`src/rtl/core/mfvn_ram.sv`:
```
// mfvn_ram: generic single-write, single-read synchronous RAM
// registered read data; no dependencies
module mfvn_ram #(
  parameter int WIDTH = 8,
  parameter int DEPTH = 16
) (
  input  logic                     clk,
  input  logic                     we,
  input  logic [$clog2(DEPTH)-1:0] waddr,
  input  logic [WIDTH-1:0]         wdata,
  input  logic [$clog2(DEPTH)-1:0] raddr,
  output logic [WIDTH-1:0]         rdata
);

  logic [WIDTH-1:0] mem_r [DEPTH];
  logic [WIDTH-1:0] rdata_r;

  // write port and registered read port
  always_ff @(posedge clk) begin
    if (we) begin
      mem_r[waddr] <= wdata;
    end
    rdata_r <= mem_r[raddr];
  end

  assign rdata = rdata_r;

endmodule

```
`config.mk`:
```
export PLATFORM = sky130hd
export DESIGN_NAME = mfvn_ram
export DESIGN_NICKNAME = d
export VERILOG_FILES = /design/src/rtl/core/mfvn_ram.sv
export SDC_FILE = /design/constraint.sdc
export NUM_CORES = 1
export LEC_CHECK = 0
export BUFFER_PORTS_ARGS = -buffer_cell sky130_fd_sc_hd__buf_4
export CAP_MARGIN = 30
export CORE_MARGIN = 2
export CORE_UTILIZATION = 45
export DETAILED_ROUTE_END_ITERATION = 16
export GPL_TIMING_DRIVEN = 0
export SETUP_SLACK_MARGIN = 0.02
export SYNTH_ARGS = -nofsm -noshare
export SYNTH_HDL_FRONTEND = slang
export SYNTH_SLANG_ARGS = --single-unit
```
`constraint.sdc`:
```
create_clock -name clk -period 2 [get_ports clk]
set_input_delay 0.2 -clock clk [delete_from_list [all_inputs] [get_ports clk]]
set_output_delay 0.2 -clock clk [all_outputs]
set_load 0.02 [all_outputs]
```
== After elaboration in Yosys (flattened, before gate mapping) ==
Memory sizes are Yosys's and may differ from the RTL's. A register that Yosys moved wholly into a read port is not among the register bits.
Index checks and enable logic that the tools add are counted.

* Muxes and demuxes: 2

{| class="wikitable"
|+ Operators by type and width
! operator !! count
|-
| $mux 1 || 2
|}

* Register bits after elaboration: 0
* Memory bits (writable): 128
* Bits of input ports: 18
* Output and inout bits: 8
* Logic and storage cells: 3
* Memories kept: 1

{| class="wikitable"
|+ Memories
! memory !! words !! bits a word !! rd ports !! clocked after Yosys merged registers in !! wr ports !! RTL line !! RTL
|-
| mem_r || 16 || 8 || 1 || 1 || 1 || 15 || <nowiki>logic [WIDTH-1:0] mem_r [DEPTH];</nowiki>
|}

== Logic depth before layout (Yosys ltp) ==
* Depth in word-level cells: 2
* Mapped depth: 5
* Depth with buffers taken out: 3

== Worst setup path after synthesis ==
Ideal clock, no wire load.

* Kind: in2reg
* Start point: input waddr[2]
* End point: memory mem_r[0][0], enable pin
* Setup time: 0.383 ns
* Arrival: 1.310 ns
* Data required time: 1.617 ns
* Path slack: 0.307 ns
* Stages on the path: 2
* Path buffers: 0
* Path through: or3b_2 nor3_1

{| class="wikitable"
|+ RTL lines
! element !! RTL line !! RTL
|-
| from (decl) || 9 || <nowiki>input logic [$clog2(DEPTH)-1:0] waddr,</nowiki>
|-
| to (decl) || 15 ||
|}

Straight into the memory's write port.

== Worst setup path in the final report ==
* Start point: input waddr[2]
* End point: memory mem_r[3][0], enable pin

Straight into the memory's write port.

==> out/results.txt <==
For this design, the CTS-stage hold fixing added 0 buffers. For the count of pins over their slew limit, the log shows 0. The path class of the tightest hold or removal check is in -> reg. The worst pin sits at a relative slew slack of 40.9%.

Summed over all cells, the static leakage comes to 0.00207 uW. In this run the worst path has a maximum fanout of 8. In the final timing run, aggregate negative setup slack is 0 ns.

The run gives 0.41 ns as the clock insertion delay at the later pin of the skew report. The area added between synthesis and finish is 19.8%. In this run switching power makes up 19.7% of total power. The worst-case reg-to-reg path depth was 3. After detailed routing, the average wire length per cell comes to 22.9 um. The instance count along the most critical hold path is 1. At the pin with the least slew margin, the transition time is 0.883 ns. The detailed router's first-iteration violation count was 203; the area of the die was 12300 um^2. Global routing used 17.5% of the available tracks.

In this run, synthesis produced a sequential element count of 136. The floorplan has 39 rows. The count of buffers added on input and output ports is 24. The fraction of final layout cells with drive strength greater than 1 is 29.4%, and the half-perimeter wire length after detailed placement is 6190 um. The proportion of power drawn by the clock network is 48.4%, and the clock period minus final worst setup slack is 1.51 ns. The logs give 247 for the net count of the mapped netlist and 17 for the pin count of the biggest net entering global routing. In this run the clock root is driven by a sky130_fd_sc_hd__clkbuf_16. For the number of design rule violations left after detail routing, the log shows 0.

The required time of the worst setup path is 2.04 ns, and the worst reg-to-reg setup slack is 0.57 ns. Summed over all layers, the routed wires come to 9910 um. The number of vias per cell after detailed routing works out to 5.64.

After layout, the design draws a total of 6870 uW. Routability-driven placement finished with a final weighted congestion of 0.734. Clock-pin slew was measured on the worst setup and hold paths at 0.06 ns. Max-cap violations in this run came to 0. The portion of the clock cycle consumed by the worst path in the final layout was 75.5%. TritonCTS built the clock tree. For the share of synthesized area occupied by flip-flops and latches, the log shows 77.8%. For this run the aggregate overflow at the end of global routing stands at 0. For the number of antenna violations at the first check in global routing, the log shows 0.

The worst voltage drop across the vdd grid is 496 uV, and the number of global-route vias before repair is 2422. The cell area power density was 1110 nW/um^2. Maximum count of clock buffers along a single path: 2. The relative contribution of sequential cells to total power is 46.6%, and the net switching component of the power is 1350 uW. Yosys printed 0 warnings. For this run, global-route usage on met3 was measured as 4.92%.

The synthesized netlist contains 19 unique library cells. The mapped netlist covers 5150 um^2. In this run, post-CTS repair resized a total of 0 instances. The via count is 2437. Number of diodes: 0. Routing layer with the top usage in global route: met2. The worst setup path is of the in -> reg kind. The part of the power in combinational logic was 5.0%. The number of setup violations in the final report was 0; the horizontal die dimension was 111 um. The depth of the CTS H-tree is 4, and the global-route wire length before repair is 15100 um. The run finished with clean final reports. Derived from the worst setup path, the maximum achievable clock frequency is 0.662 GHz. The clock net in this run drives a total of 136 sinks. For the largest clock skew in the final design, the log shows 0.00361 ns. Setup repair after global routing left no endpoint under its margin. At the worst endpoint, the arrival time is 1.55 ns. The number of clock buffers added by TritonCTS is 17. Global routing used 26.7% of the available met2 tracks. The run gives 229 as the count of mapped cells out of synthesis. The final-stage net count came out at 294. The cell-internal power was 5520 uW; the post-CTS setup buffer count was 0. For the final hold violation count, the log shows 0. For met1 alone, demand over resource in global routing was 24.5%.

The worst setup path is captured at a flop. The iteration count of the initial detailed-routing pass is 5. Once the floorplan was initialized, standard cells occupied 45.7% of the core.

The die is 111 um tall. The worst-case hold slack was 0.119 ns. The worst setup path is launched from an input pin. The average footprint of a synthesized cell is 22.5 um^2, and the number of top-level design ports is 26.

The final antenna-violating net count is 0, and the core region area is 11300 um^2.
==> synth_stat cells <==
| library cell | n | area, um^2 |
|---|---|---|
| sky130_fd_sc_hd__edfxtp_1 | 128 | 3840 |
| sky130_fd_sc_hd__mux4_2 | 18 | 405 |
| sky130_fd_sc_hd__a22oi_1 | 16 | 120 |
| sky130_fd_sc_hd__mux4_1 | 14 | 368 |
| sky130_fd_sc_hd__nor2_1 | 13 | 48.8 |
| sky130_fd_sc_hd__nand2_1 | 9 | 33.8 |
| sky130_fd_sc_hd__dfxtp_1 | 8 | 160 |
| sky130_fd_sc_hd__nor3_1 | 4 | 20.0 |
| sky130_fd_sc_hd__buf_2 | 3 | 15.0 |
| sky130_fd_sc_hd__buf_6 | 3 | 33.8 |
| sky130_fd_sc_hd__clkdlybuf4s25_2 | 3 | 30.0 |
| sky130_fd_sc_hd__nand2b_1 | 2 | 12.5 |
| sky130_fd_sc_hd__nand3b_1 | 2 | 15.0 |
| sky130_fd_sc_hd__and2_1 | 1 | 6.26 |
| sky130_fd_sc_hd__and2b_1 | 1 | 7.51 |
| sky130_fd_sc_hd__buf_4 | 1 | 7.51 |
| sky130_fd_sc_hd__nand3_1 | 1 | 5.00 |
| sky130_fd_sc_hd__nor2b_1 | 1 | 6.26 |
| sky130_fd_sc_hd__or3b_2 | 1 | 8.76 |
==> layout make-up <==
class                   count  area, um^2
plain buffers              10        86.3
clock buffers              17         425
clock inverters            15         208
fillers                   838        5100
multi-input cells          83        1060
flip-flops and latches    136        4000
well taps                 143         179
repair buffers             28         208
==> metal layers <==
layer	vias up	share of wire, %
met2	82	49
met1	1270	45
met5	-	0
met4	0	1.7
met3	15	4.9
li1	1070	-
==> placed cells by master, fill, tap and decap left out <==
cell                              count
sky130_fd_sc_hd__nand3b_1             2
sky130_fd_sc_hd__nor3_1               4
sky130_fd_sc_hd__buf_6                3
sky130_fd_sc_hd__and2b_1              1
sky130_fd_sc_hd__mux4_2              18
sky130_fd_sc_hd__nand2_1              9
sky130_fd_sc_hd__a22oi_1             16
sky130_fd_sc_hd__nor2_1              13
sky130_fd_sc_hd__nand3_1              1
sky130_fd_sc_hd__clkinv_2             1
sky130_fd_sc_hd__and2_1               1
sky130_fd_sc_hd__nand2b_1             2
sky130_fd_sc_hd__edfxtp_1           128
sky130_fd_sc_hd__clkdlybuf4s25_2      3
sky130_fd_sc_hd__mux4_1              14
sky130_fd_sc_hd__clkinvlp_4           5
sky130_fd_sc_hd__clkbuf_16           17
sky130_fd_sc_hd__buf_4               28
sky130_fd_sc_hd__bufinv_16            5
sky130_fd_sc_hd__or3b_2               1
sky130_fd_sc_hd__clkinv_1             4
sky130_fd_sc_hd__buf_2                4
sky130_fd_sc_hd__dfxtp_1              8
sky130_fd_sc_hd__nor2b_1              1
==> final timing paths <==
check,start,to
worst max-delay path,waddr[2],mem_r[3][0]
worst min-delay path,wdata[2],mem_r[9][2]
worst max register to register,mem_r[1][0],rdata[0]
worst min register to register,mem_r[8][1],rdata[1]
==> power groups by stage <==
stage                     clock network, uW  registers, uW  logic, uW
after floorplan                           0           3280        162
after global placement                    0           3260        340
after detailed placement                  0           3260        349
after CTS                              3350           3200        350
after global routing                   3490           3210        370
final                                  3330           3200        345
==> registers in the layout, indices dropped and copies added (netlist names) <==
| signal | flops |
|---|---|
| mem_r | 128 |
| rdata | 8 |
==> through the flow <==
step	utilization, %	setup slack, ns	instances	area (um^2)
detailed placement	49.1	0.0561	400	5530
floorplan	-	0.307	229	5150
CTS	54.7	0.490	432	6170
finish	54.7	0.490	432	6170
global route	54.7	0.450	432	6170
global placement	48.9	-0.299	396	5510
==> worst max-delay path: stages <==
cell                     delay [ns]
sky130_fd_sc_hd__buf_4         0.12
sky130_fd_sc_hd__or3b_2        0.53
sky130_fd_sc_hd__nor2_1        0.70
==> logic make-up (layout without fill, tap and decap cells) <==
| logic type | count (synthesis) | in the layout | synth area share (%) |
|---|---|---|---|
| muxes | 32 | 32 | 15.0 |
| buffers and inverters | 10 | 70 | 1.68 |
| and+or+nand+nor | 35 | 35 | 3.18 |
| DFF | 136 | 136 | 77.8 |
| AOI/OAI and AO/OA | 16 | 16 | 2.33 |
Note: power is estimated with default switching activity, not from simulation.
